--- config.mk ---
export PLATFORM = sky130hd
export DESIGN_NAME = definite_length_block_deframer_unit_flat
export DESIGN_NICKNAME = d
export VERILOG_FILES = /design/src/rtl/dlbd_pkg.sv /design/src/rtl/dlbd_req_if.sv /design/src/rtl/dlbd_rsp_if.sv /design/src/rtl/definite_length_block_deframer_unit.sv /design/src/flat_wrapper.sv
export SDC_FILE = /design/constraint.sdc
export NUM_CORES = 2
export LEC_CHECK = 0
export ABC_AREA = 1
export BUFFER_PORTS_ARGS = -buffer_cell sky130_fd_sc_hd__buf_2
export CELL_PAD_IN_SITES_DETAIL_PLACEMENT = 2
export CELL_PAD_IN_SITES_GLOBAL_PLACEMENT = 2
export CORE_ASPECT_RATIO = 1.25
export CORE_MARGIN = 4
export CORE_UTILIZATION = 42
export CTS_BUF_LIST = sky130_fd_sc_hd__clkbuf_4 sky130_fd_sc_hd__clkbuf_8
export DETAILED_ROUTE_END_ITERATION = 7
export HOLD_SLACK_MARGIN = 0.03
export PLACE_DENSITY_LB_ADDON = 0.1
export SLEW_MARGIN = 20
export SYNTH_ARGS = -nofsm -noshare
export SYNTH_HDL_FRONTEND = slang
export SYNTH_SLANG_ARGS = --single-unit
--- constraint.sdc ---
create_clock -name clock -period 25.2 [get_ports clock]
set_input_delay 1.26 -clock clock [delete_from_list [all_inputs] [get_ports clock]]
set_output_delay 1.26 -clock clock [all_outputs]
set_load 0.02 [all_outputs]
--- src/rtl/dlbd_pkg.sv ---
// Package for the definite-length block deframer.
// Holds field widths, register indexes, the parse phase type and the digit decoders.
// No dependencies.
package dlbd_pkg;

   localparam int BYTE_W     = 8;
   localparam int RL_W       = 30;
   localparam int BPP_W      = 2;
   localparam int FC_W       = 17;
   localparam int RL_BPP_W   = RL_W + BPP_W;
   localparam int PROD_W     = RL_BPP_W + FC_W;
   localparam int CSR_DATA_W = 30;
   localparam int CSR_IDX_W  = 3;
   localparam int NDIG_W     = 4;

   localparam logic [BYTE_W-1:0] HASH_CHAR = 8'h23;

   localparam logic [CSR_IDX_W-1:0] CSR_ARMED         = 3'd0;
   localparam logic [CSR_IDX_W-1:0] CSR_RECORD_LENGTH = 3'd1;
   localparam logic [CSR_IDX_W-1:0] CSR_BYTES_PER_PT  = 3'd2;
   localparam logic [CSR_IDX_W-1:0] CSR_FRAME_COUNT   = 3'd3;
   localparam logic [CSR_IDX_W-1:0] CSR_SUMMARY_FRAME = 3'd4;
   localparam logic [CSR_IDX_W-1:0] CSR_FAST_FRAME    = 3'd5;

   typedef enum logic [1:0] {
      PH_HUNT    = 2'd0,
      PH_COUNT   = 2'd1,
      PH_DIGITS  = 2'd2,
      PH_PAYLOAD = 2'd3
   } phase_type;

   typedef struct packed {
      logic                 valid;
      logic [NDIG_W-1:0]    value;
   } digit_type;

   // Hex count digit: '0'-'9', 'a'-'f', 'A'-'F'.
   function automatic digit_type hex_digit(input logic [BYTE_W-1:0] c);
      digit_type d;
      d.valid = 1'b1;
      d.value = '0;
      if (c >= 8'h30 && c <= 8'h39) begin
         d.value = NDIG_W'(c - 8'h30);
      end else if (c >= 8'h61 && c <= 8'h66) begin
         d.value = NDIG_W'(c - 8'h57);
      end else if (c >= 8'h41 && c <= 8'h46) begin
         d.value = NDIG_W'(c - 8'h37);
      end else begin
         d.valid = 1'b0;
      end
      return d;
   endfunction

   // Decimal length digit: '0'-'9'.
   function automatic digit_type dec_digit(input logic [BYTE_W-1:0] c);
      digit_type d;
      d.valid = (c >= 8'h30 && c <= 8'h39);
      d.value = NDIG_W'(c - 8'h30);
      return d;
   endfunction

endpackage

--- src/rtl/dlbd_req_if.sv ---
// Input channel of the deframer: one received byte per transfer.
// Depends on dlbd_pkg.
interface dlbd_req_if;
   logic                        valid;
   logic                        ready;
   logic [dlbd_pkg::BYTE_W-1:0] rx_byte;

   modport source (output valid, output rx_byte, input ready);
   modport sink   (input valid, input rx_byte, output ready);
endinterface

--- src/rtl/dlbd_rsp_if.sv ---
// Result channel of the deframer: one payload byte per transfer, last one marked.
// Depends on dlbd_pkg.
interface dlbd_rsp_if;
   logic                        valid;
   logic                        ready;
   logic [dlbd_pkg::BYTE_W-1:0] payload_byte;
   logic                        final_byte;

   modport source (output valid, output payload_byte, output final_byte, input ready);
   modport sink   (input valid, input payload_byte, input final_byte, output ready);
endinterface

--- src/rtl/definite_length_block_deframer_unit.sv ---
// Definite-length block deframer: parses '#', count digit, length digits, payload.
// A payload byte is registered and appears on the result channel in the cycle after its transfer.
// Throughput: one byte per cycle; the input stalls only when the result register is
// full and not taken, during a register write, and while cfg_pend_ff is set (after reset
// and after a write) as the registered expected-length product (one 32x17 multiply) settles.
// Reset: synchronous, active high; configuration registers take their defaults, parser hunts for '#'.
module definite_length_block_deframer_unit #(
   parameter int MAX_LEN_DIGITS = 15,
   parameter int LEN_BITS       = 31
) (
   input  logic                              clock,
   input  logic                              reset,
   dlbd_req_if.sink                          req_if,
   dlbd_rsp_if.source                        rsp_if,
   input  logic                              csr_we,
   input  logic [dlbd_pkg::CSR_IDX_W-1:0]    csr_index,
   input  logic [dlbd_pkg::CSR_DATA_W-1:0]   csr_wdata
);
   import dlbd_pkg::*;

   localparam int ACC_W = LEN_BITS + 4;
   localparam logic [LEN_BITS-1:0] LEN_MAX = {LEN_BITS{1'b1}};

   // configuration registers
   logic             armed_ff;
   logic [RL_W-1:0]  record_length_ff;
   logic [BPP_W-1:0] bytes_per_point_ff;
   logic [FC_W-1:0]  frame_count_ff;
   logic             summary_frame_ff;
   logic             fast_frame_ff;
   logic             cfg_pend_ff;

   // expected length, registered from the configuration
   logic [RL_BPP_W-1:0] rl_bpp;
   logic [FC_W-1:0]     frames;
   logic [PROD_W-1:0]   product;
   logic [LEN_BITS-1:0] want_ff;
   logic                want_ok_ff;

   // parse state
   phase_type           phase_ff, phase_in;
   logic [NDIG_W-1:0]   digits_left_ff, digits_left_in;
   logic [LEN_BITS-1:0] length_accum_ff, length_accum_in;
   logic                length_overflow_ff, length_overflow_in;
   logic [LEN_BITS-1:0] payload_left_ff, payload_left_in;

   // result register
   logic              rsp_valid_ff;
   logic [BYTE_W-1:0] payload_byte_ff;
   logic              final_byte_ff;

   logic              req_ready;
   logic              take;
   logic              emit;
   logic              last;
   digit_type         hd;
   digit_type         dd;
   logic [ACC_W-1:0]  acc_wide;
   logic [LEN_BITS-1:0] acc_sat;
   logic              acc_ovf;
   logic [NDIG_W-1:0] dl_dec;

   assign req_ready    = !csr_we && !cfg_pend_ff && (!rsp_valid_ff || rsp_if.ready);
   assign req_if.ready = req_ready;
   assign take         = req_if.valid && req_ready;

   // ---------------- configuration ----------------
   always_ff @(posedge clock) begin
      if (reset) begin
         armed_ff           <= 1'b0;
         record_length_ff   <= RL_W'(1);
         bytes_per_point_ff <= BPP_W'(1);
         frame_count_ff     <= FC_W'(1);
         summary_frame_ff   <= 1'b0;
         fast_frame_ff      <= 1'b0;
         cfg_pend_ff        <= 1'b1;
      end else begin
         cfg_pend_ff <= csr_we;
         if (csr_we) begin
            case (csr_index)
               CSR_ARMED:         armed_ff           <= csr_wdata[0];
               CSR_RECORD_LENGTH: record_length_ff   <= csr_wdata[RL_W-1:0];
               CSR_BYTES_PER_PT:  bytes_per_point_ff <= csr_wdata[BPP_W-1:0];
               CSR_FRAME_COUNT:   frame_count_ff     <= csr_wdata[FC_W-1:0];
               CSR_SUMMARY_FRAME: summary_frame_ff   <= csr_wdata[0];
               CSR_FAST_FRAME:    fast_frame_ff      <= csr_wdata[0];
               default: ;
            endcase
         end
      end
   end

   assign rl_bpp = ({{BPP_W{1'b0}}, record_length_ff} & {RL_BPP_W{bytes_per_point_ff[0]}})
                 + ({1'b0, record_length_ff, 1'b0} & {RL_BPP_W{bytes_per_point_ff[1]}});
   assign frames  = (fast_frame_ff && !summary_frame_ff) ? frame_count_ff : FC_W'(1);
   assign product = PROD_W'(rl_bpp) * PROD_W'(frames);

   always_ff @(posedge clock) begin
      want_ff    <= product[LEN_BITS-1:0];
      want_ok_ff <= (product != '0) && (product[PROD_W-1:LEN_BITS] == '0);
   end

   // ---------------- parse: next state ----------------
   assign hd       = hex_digit(req_if.rx_byte);
   assign dd       = dec_digit(req_if.rx_byte);
   assign acc_wide = ({4'b0, length_accum_ff} << 3) + ({4'b0, length_accum_ff} << 1)
                   + ACC_W'(dd.value);
   assign acc_ovf  = (acc_wide[ACC_W-1:LEN_BITS] != '0);
   assign acc_sat  = acc_ovf ? LEN_MAX : acc_wide[LEN_BITS-1:0];
   assign dl_dec   = digits_left_ff - NDIG_W'(1);
   assign last     = (payload_left_ff <= LEN_BITS'(1));

   always_comb begin
      phase_in           = phase_ff;
      digits_left_in     = digits_left_ff;
      length_accum_in    = length_accum_ff;
      length_overflow_in = length_overflow_ff;
      payload_left_in    = payload_left_ff;
      if (take && armed_ff) begin
         case (phase_ff)
            PH_HUNT: begin
               if (req_if.rx_byte == HASH_CHAR) phase_in = PH_COUNT;
            end
            PH_COUNT: begin
               if (!hd.valid || hd.value == '0 || hd.value > NDIG_W'(MAX_LEN_DIGITS)) begin
                  phase_in = PH_HUNT;
                  digits_left_in = '0;
                  length_accum_in = '0;
                  length_overflow_in = 1'b0;
                  payload_left_in = '0;
               end else begin
                  phase_in = PH_DIGITS;
                  digits_left_in = hd.value;
                  length_accum_in = '0;
                  length_overflow_in = 1'b0;
               end
            end
            PH_DIGITS: begin
               // drop on a bad digit, or on a completed length that does not match
               if (!dd.valid || (dl_dec == '0 && ((length_overflow_ff || acc_ovf)
                      || !want_ok_ff || acc_sat != want_ff))) begin
                  phase_in = PH_HUNT;
                  digits_left_in = '0;
                  length_accum_in = '0;
                  length_overflow_in = 1'b0;
                  payload_left_in = '0;
               end else begin
                  digits_left_in = dl_dec;
                  length_accum_in = acc_sat;
                  length_overflow_in = length_overflow_ff || acc_ovf;
                  if (dl_dec == '0) begin
                     phase_in = PH_PAYLOAD;
                     payload_left_in = acc_sat;
                  end
               end
            end
            PH_PAYLOAD: begin
               if (last) begin
                  phase_in = PH_HUNT;
                  digits_left_in = '0;
                  length_accum_in = '0;
                  length_overflow_in = 1'b0;
                  payload_left_in = '0;
               end else begin
                  payload_left_in = payload_left_ff - LEN_BITS'(1);
               end
            end
            default: phase_in = PH_HUNT;
         endcase
      end
   end

   // ---------------- parse: outputs ----------------
   always_comb begin
      case (phase_ff)
         PH_PAYLOAD: emit = take && armed_ff;
         default:    emit = 1'b0;
      endcase
   end

   always_ff @(posedge clock) begin
      if (reset || (csr_we && csr_index == CSR_ARMED)) begin
         phase_ff           <= PH_HUNT;
         digits_left_ff     <= '0;
         length_accum_ff    <= '0;
         length_overflow_ff <= 1'b0;
         payload_left_ff    <= '0;
      end else begin
         phase_ff           <= phase_in;
         digits_left_ff     <= digits_left_in;
         length_accum_ff    <= length_accum_in;
         length_overflow_ff <= length_overflow_in;
         payload_left_ff    <= payload_left_in;
      end
   end

   // ---------------- result register ----------------
   always_ff @(posedge clock) begin
      if (reset) begin
         rsp_valid_ff <= 1'b0;
      end else if (emit) begin
         rsp_valid_ff <= 1'b1;
      end else if (rsp_if.ready) begin
         rsp_valid_ff <= 1'b0;
      end
   end

   always_ff @(posedge clock) begin
      if (emit) begin
         payload_byte_ff <= req_if.rx_byte;
         final_byte_ff   <= last;
      end
   end

   assign rsp_if.valid        = rsp_valid_ff;
   assign rsp_if.payload_byte = payload_byte_ff;
   assign rsp_if.final_byte   = final_byte_ff;

endmodule
--- src/flat_wrapper.sv ---
// flat-port wrapper written by rule: the top's interface ports become plain ports
module definite_length_block_deframer_unit_flat import dlbd_pkg::*;
#(
   parameter int MAX_LEN_DIGITS = 15,
   parameter int LEN_BITS       = 31
)
  (clock, reset, csr_we, csr_index, csr_wdata, req_if_valid, req_if_rx_byte, req_if_ready, rsp_if_valid, rsp_if_payload_byte, rsp_if_final_byte, rsp_if_ready);
  dlbd_req_if req_if_i ();
  dlbd_rsp_if rsp_if_i ();
  input  logic clock;
  input  logic reset;
  input  logic csr_we;
  input  logic [dlbd_pkg::CSR_IDX_W-1:0] csr_index;
  input  logic [dlbd_pkg::CSR_DATA_W-1:0] csr_wdata;
  input wire logic [$bits(req_if_i.valid)-1:0] req_if_valid;
  input wire logic [$bits(req_if_i.rx_byte)-1:0] req_if_rx_byte;
  output wire logic [$bits(req_if_i.ready)-1:0] req_if_ready;
  output wire logic [$bits(rsp_if_i.valid)-1:0] rsp_if_valid;
  output wire logic [$bits(rsp_if_i.payload_byte)-1:0] rsp_if_payload_byte;
  output wire logic [$bits(rsp_if_i.final_byte)-1:0] rsp_if_final_byte;
  input wire logic [$bits(rsp_if_i.ready)-1:0] rsp_if_ready;
  assign req_if_i.valid = req_if_valid;
  assign req_if_i.rx_byte = req_if_rx_byte;
  assign req_if_ready = req_if_i.ready;
  assign rsp_if_valid = rsp_if_i.valid;
  assign rsp_if_payload_byte = rsp_if_i.payload_byte;
  assign rsp_if_final_byte = rsp_if_i.final_byte;
  assign rsp_if_i.ready = rsp_if_ready;
  definite_length_block_deframer_unit #(.MAX_LEN_DIGITS(MAX_LEN_DIGITS), .LEN_BITS(LEN_BITS)) u_core (.clock(clock), .reset(reset), .req_if(req_if_i), .rsp_if(rsp_if_i), .csr_we(csr_we), .csr_index(csr_index), .csr_wdata(csr_wdata));
endmodule
# After elaboration in Yosys (flattened, before gate mapping)
# Cells that the tools add are included.
# Widths: inputs -> output; s select.
# word_totals
reg_bits	164
latch_bits	0
ram_bits	0
mem_bits_ro	0
inputBits	46
elab_cells	126
memories	0
# classes
n_addsub	8
multipliers	1
div_mod_pow	0
n_lt_le_gt_ge	8
eq_ne	14
shift	0
mux	32
bitwise_logic	2
reduce_logical	44
# op_table
op	count
$mux 31	7
$pmux 31 s3	2
$mul 32x17->49	1
$reduce_bool 49->1	1
$add 34x32->35	1
$add 35x4->35	1
$add 32x32->32	1
$and 30x32->32	1
$and 31x32->32	1
$le 31x1->1 const B	1
$ne 31x31->1	1
$sub 31x1->31 const B	1
$mux 4	6
$logic_not 18->1	1
$mux 17	1
$ge 8x7->1 const B	2
$le 8x7->1 const B	2
$pmux 4 s3	1
$reduce_and 2->1	6
$logic_and 1x1->1	11
$mux 2	5
$eq 8x6->1 const B	1
$ge 8x6->1 const B	1
$le 8x6->1 const B	1
23 further kinds	52

# Depth between registers and ports, before layout
# depth
ltp_word	10
ltp_mapped	49
ltp_nobuf	47

# Least setup slack after synthesis
# Ideal clock, no wire load.
# synth_timing
kind	reg-to-reg
from	register u_core.bytes_per_point_ff[0]
to	register u_core.want_ok_ff
setup_ps	112
arrival_time_ps	8339
slack_ps	16749
path_stages_with_launch	46
path_buffers	2
period_less_slack_ps	8451
path_cell_list	dfxtp_1 clkbuf_1 nand2_1 inv_1 ha_1 inv_1 fa_1 nand3b_1 nand3_1 a21oi_1 o21ai_1 a21boi_0 o21ai_1 inv_1 o21ai_1 a21boi_0 o21ai_1 or2_2 (+10 left out) inv_1 fa_1 inv_1 ha_1 a21oi_1 inv_1 nor2_1 o21a_1 o21ai_0 a21oi_1 o21ai_0 xnor2_1 nand4_1 nor2_1 and3_1 nand3_1 nand3b_1 nor2_1
# synth_via
elab_chain_len	5
word_cells_on_any_way	6
classes_between	add/sub: 1; mul: 1; bitwise: 1; reduce/logical: 3
# synth_lines
element	line	text
start: declaration	definite_length_block_deframer_unit.sv:27	logic [BPP_W-1:0] bytes_per_point_ff;
start signal: assignment	definite_length_block_deframer_unit.sv:83	CSR_BYTES_PER_PT: bytes_per_point_ff <= csr_wdata[BPP_W-1:0];
$and 30x32->32 *	definite_length_block_deframer_unit.sv:93	assign rl_bpp = ({{BPP_W{1'b0}}, record_length_ff} & {RL_BPP_W{bytes_per_point_ff[0]}})
$add 32x32->32 *	definite_length_block_deframer_unit.sv:94	+ ({1'b0, record_length_ff, 1'b0} & {RL_BPP_W{bytes_per_point_ff[1]}});
$mul 32x17->49 *	definite_length_block_deframer_unit.sv:96	assign product = PROD_W'(rl_bpp) * PROD_W'(frames);
$reduce_bool 49->1 / $logic_not 18->1 (equally long branches)	definite_length_block_deframer_unit.sv:100	want_ok_ff <= (product != '0) && (product[PROD_W-1:LEN_BITS] == '0);
$logic_and 1x1->1 *	definite_length_block_deframer_unit.sv:100	
end signal: assignment	definite_length_block_deframer_unit.sv:100	
end: declaration	definite_length_block_deframer_unit.sv:38	logic want_ok_ff;
# Every way passes the cells marked *; elsewhere a longest branch is shown, timed or not.
# A chain may end at the register's enable or synchronous reset.

# Final worst setup path
# Same ends and word-level chain as after synthesis.

==> impl_summary.log <==
INFO  metric finClkSkew = 0.0269 ns
INFO  metric routed_wire_length_per_instance = 24.4 um
INFO  metric hold_viol_final = 0
INFO  metric gr-total-overflow = 0
INFO  metric endpoint_class_of_the_critical_path = flop
INFO  metric wl = 122 mm
INFO  metric worst-path-max-fanout = 31
INFO  metric core.rowCount = 107
INFO  metric drcViolationCount = 0
INFO  metric min_period_over_period = 40.9%
INFO  metric detailed_place.area = 0.0303 mm2
INFO  metric synth_mux_area_share = 0%
INFO  metric grt_first_pass_wirelength = 187 mm
INFO  metric number_of_nets_with_antenna_violations_after_routing = 0
INFO  metric synth_seq_area_share = 11.6%
INFO  metric critPathArrivalTime = 10.83 ns
INFO  metric fp.coreArea = 0.0684 mm2
INFO  metric initial_core_util = 42.5%
INFO  metric layout.cells.most_common_list = 1051 x nand2_1, 826 x inv_1, 452 x fa_1
INFO  metric vias_per_cell = 5.48
INFO  metric final.setup.tns = 0 ns
INFO  metric io_pins = 57
INFO  metric post_cts.resized_instances = 0
INFO  metric die_ar = 0.0735 mm2
INFO  metric critical-path-max-stage-delay = 0.74 ns
INFO  metric synthesis.instances = 4064
INFO  metric timing_max_transition_violations_final = 0
INFO  metric leakage = 0.0153 uW
INFO  metric max-vdd-ir-drop = 0.0000401 V
INFO  metric clock_latency_at_the_later_pin_of_the_worst_skew_pair = 0.59 ns
INFO  metric cp_required = 25.72 ns
INFO  metric setup_repair_after_global_routing_missed_its_margin = no
INFO  metric synthesis.area_per_instance = 7.15 um2
INFO  metric main_combinational_cell_family_by_area_after_synthesis = adder cells
INFO  metric met2_wirelength = 65.7 mm
INFO  metric via_count_of_the_first_global_routing_pass = 32600
INFO  metric cts_buffers = 17
INFO  metric timing_worst_setup_path_type = flop to flop
INFO  metric synth_area_in_adders = 40.6%
INFO  metric synthFlopType = dfxtp_1
INFO  metric fin_hold_ws = 0.474 ns
INFO  metric setup_viol_count_final = 0
INFO  metric cts_tree = yes
INFO  metric first_pass_iters = 5
INFO  metric area_delta_synth_final = 5.67%
INFO  metric cts-hold-fix-buffers = 0
INFO  metric top_layer_used = met4
INFO  metric vertical_die_dimension = 302 um
INFO  metric clock_sinks = 164
INFO  metric synth_simple_gate_area_share = 24.9%
INFO  metric status = completed
INFO  metric drive_gt1_share = 5.63%
INFO  metric critical_path.slowest_cell = dfxtp_2
INFO  metric htreeDepth = 4
INFO  metric number_of_antenna_violations_at_the_first_check_in_global_routing = 4
INFO  metric share_of_the_synthesized_area_in_compound_gates_ao_oa_aoi_oai = 7.78%
INFO  metric power.density_cell_area = 19.0 mW/mm2
INFO  metric share_of_async_settable_or_async_resettable_flops_after_synthesis = 0%
INFO  metric area_taken_by_multi_input_logic_gates = 0.0221 mm2
INFO  metric ys_ff_latch = 164
INFO  metric die_width = 243 um
INFO  metric layout.cells.most_common = nand2_1
INFO  metric worstMarginPinSlew = 1.09 ns
INFO  metric synthesis.yosys.warnings = 0
INFO  metric worst_slew_margin_rel = 27.5%
INFO  metric synth_xor_area_share = 2.23%
INFO  metric max_freq = 97.0 MHz
INFO  metric syn-cell-area = 0.0291 mm2
INFO  metric fillCellCount = 8273
INFO  metric drt-met1-wl = 41.6 mm
INFO  metric dp.final_hpwl = 100 mm
INFO  metric buffer_ports.inserted = 56
INFO  metric clk_pin_slew_worst_paths = 0.11 ns
INFO  metric setup.worst_path.start_class = flop
INFO  metric cts_max_path_buffers = 2
INFO  metric synthesis.nets = 4783
INFO  metric gp_congestion = 0.892
INFO  metric synth_edf_count = 9
INFO  metric final.min_clock_period = 10.31 ns
INFO  metric dr_total_vias = 27300
INFO  metric met3WireLength = 3.84 mm
INFO  metric track_usage = 33.6%
INFO  metric grt_start_max_net_pins = 70
INFO  metric cts_setup_buffers = 0
INFO  metric drv_cap = 0
INFO  metric holdCritPathClass = flop to flop
INFO  metric nets = 4757
INFO  metric ys_types = 50
INFO  metric ctsRootBufferMaster = clkbuf_8
INFO  metric path_common_cell = inv_1
INFO  metric postLayoutCellArea = 0.0307 mm2
INFO  metric initialDrtViolationCount = 1212
INFO  metric regArea = 0.00338 mm2
-- worst max-delay path, delay by kind of cell (launching register included) --
kind / cells / cell delay [ns]
compound gates: 13 / 2.90
xor+xnor: 1 / 0.20
fa+ha+maj: 9 / 4.11
buf+inv: 8 / 0.98
flops: 1 / 0.74
simple gates: 9 / 1.28
-- Yosys cell counts (5+ instances only) --
cell	n	area share, %
a21o_1	5	0.13
a21oi_1	207	3.6
a31oi_1	8	0.17
and2_1	11	0.24
buf_2	16	0.28
clkbuf_1	103	1.3
clkinv_1	8	0.10
dfxtp_1	155	11
edfxtp_1	9	0.93
fa_1	452	31
ha_1	221	9.5
inv_1	826	11
inv_2	9	0.12
nand2_1	1051	14
nand3_1	109	1.9
nand3b_1	13	0.34
nand4_1	45	0.97
nor2_1	408	5.3
nor3_1	33	0.57
nor4_1	8	0.17
o2111ai_1	5	0.15
o21a_1	11	0.28
o21ai_0	134	2.3
o21ai_1	11	0.19
o21bai_1	10	0.26
o221ai_1	7	0.21
or2_2	72	1.5
xnor2_1	37	1.1
xor2_1	37	1.1
-- where the power goes --
group | internal, uW | switching, uW
Sequential | 267 | 5.07
Clock | 107 | 126
Combinational | 21.5 | 56.9
Total | 395 | 188
-- through the flow --
step,utilization (%),worst slack (ns),cells,power [uW]
2_1_floorplan,-,16.75,4064,320
3_3_place_gp,44.2,15.31,4945,349
3_5_place_dp,44.2,14.67,4945,355
4_1_cts,44.9,14.55,4977,589
5_1_grt,44.9,14.10,4979,605
6_report,44.9,14.89,4979,583
-- routing by layer --
| layer | up-vias | track usage [%] |
|---|---|---|
| met3 | 428 | 4.39 |
| li1 | 12200 | - |
| met2 | 628 | 65.2 |
| met5 | - | 0 |
| met4 | 0 | 24.0 |
| met1 | 14000 | 32.5 |
-- flip-flops by register name, summed over array words and instances (netlist names) --
| signal | cells |
|---|---|
| u_core.armed_ff | 1 |
| u_core.bytes_per_point_ff | 2 |
| u_core.cfg_pend_ff | 1 |
| u_core.digits_left_ff | 4 |
| u_core.fast_frame_ff | 1 |
| u_core.frame_count_ff | 17 |
| u_core.length_accum_ff | 31 |
| u_core.length_overflow_ff | 1 |
| u_core.payload_left_ff | 31 |
| u_core.phase_ff | 2 |
| u_core.record_length_ff | 30 |
| u_core.rsp_if.final_byte | 1 |
| u_core.rsp_if.payload_byte | 8 |
| u_core.rsp_if.valid | 1 |
| u_core.summary_frame_ff | 1 |
| u_core.want_ff | 31 |
| u_core.want_ok_ff | 1 |
-- final timing paths --
kind	start	to	slack, ns	cells past startpoint
setup / recovery	u_core.bytes_per_point_ff[0]$_SDFFE_PP1P_	u_core.want_ok_ff$_DFF_P_	14.89	40
hold / removal	u_core.frame_count_ff[7]$_SDFFE_PP0P_	u_core.frame_count_ff[7]$_SDFFE_PP0P_	0.47	2
setup reg to reg	u_core.bytes_per_point_ff[0]$_SDFFE_PP1P_	u_core.want_ok_ff$_DFF_P_	14.89	40
hold reg to reg	u_core.frame_count_ff[7]$_SDFFE_PP0P_	u_core.frame_count_ff[7]$_SDFFE_PP0P_	0.47	2
-- area by class of cell --
cell class / instances / area share, %
Tap cell: 926 / 3.77
Multi-Input combinational cell: 2926 / 71.8
Timing Repair Buffer: 86 / 1.65
Clock buffer: 19 / 0.852
Inverter: 843 / 10.3
Sequential cell: 164 / 11.0
Clock inverter: 13 / 0.599
Antenna cell: 2 / 0.0163
-- kinds of logic after synthesis --
family / Yosys count
fa+ha+maj: 673
xor+xnor: 74
compound gates: 415
flops: 164
buf+inv: 974
simple gates: 1764
Power figures use the tool's default switching activity.
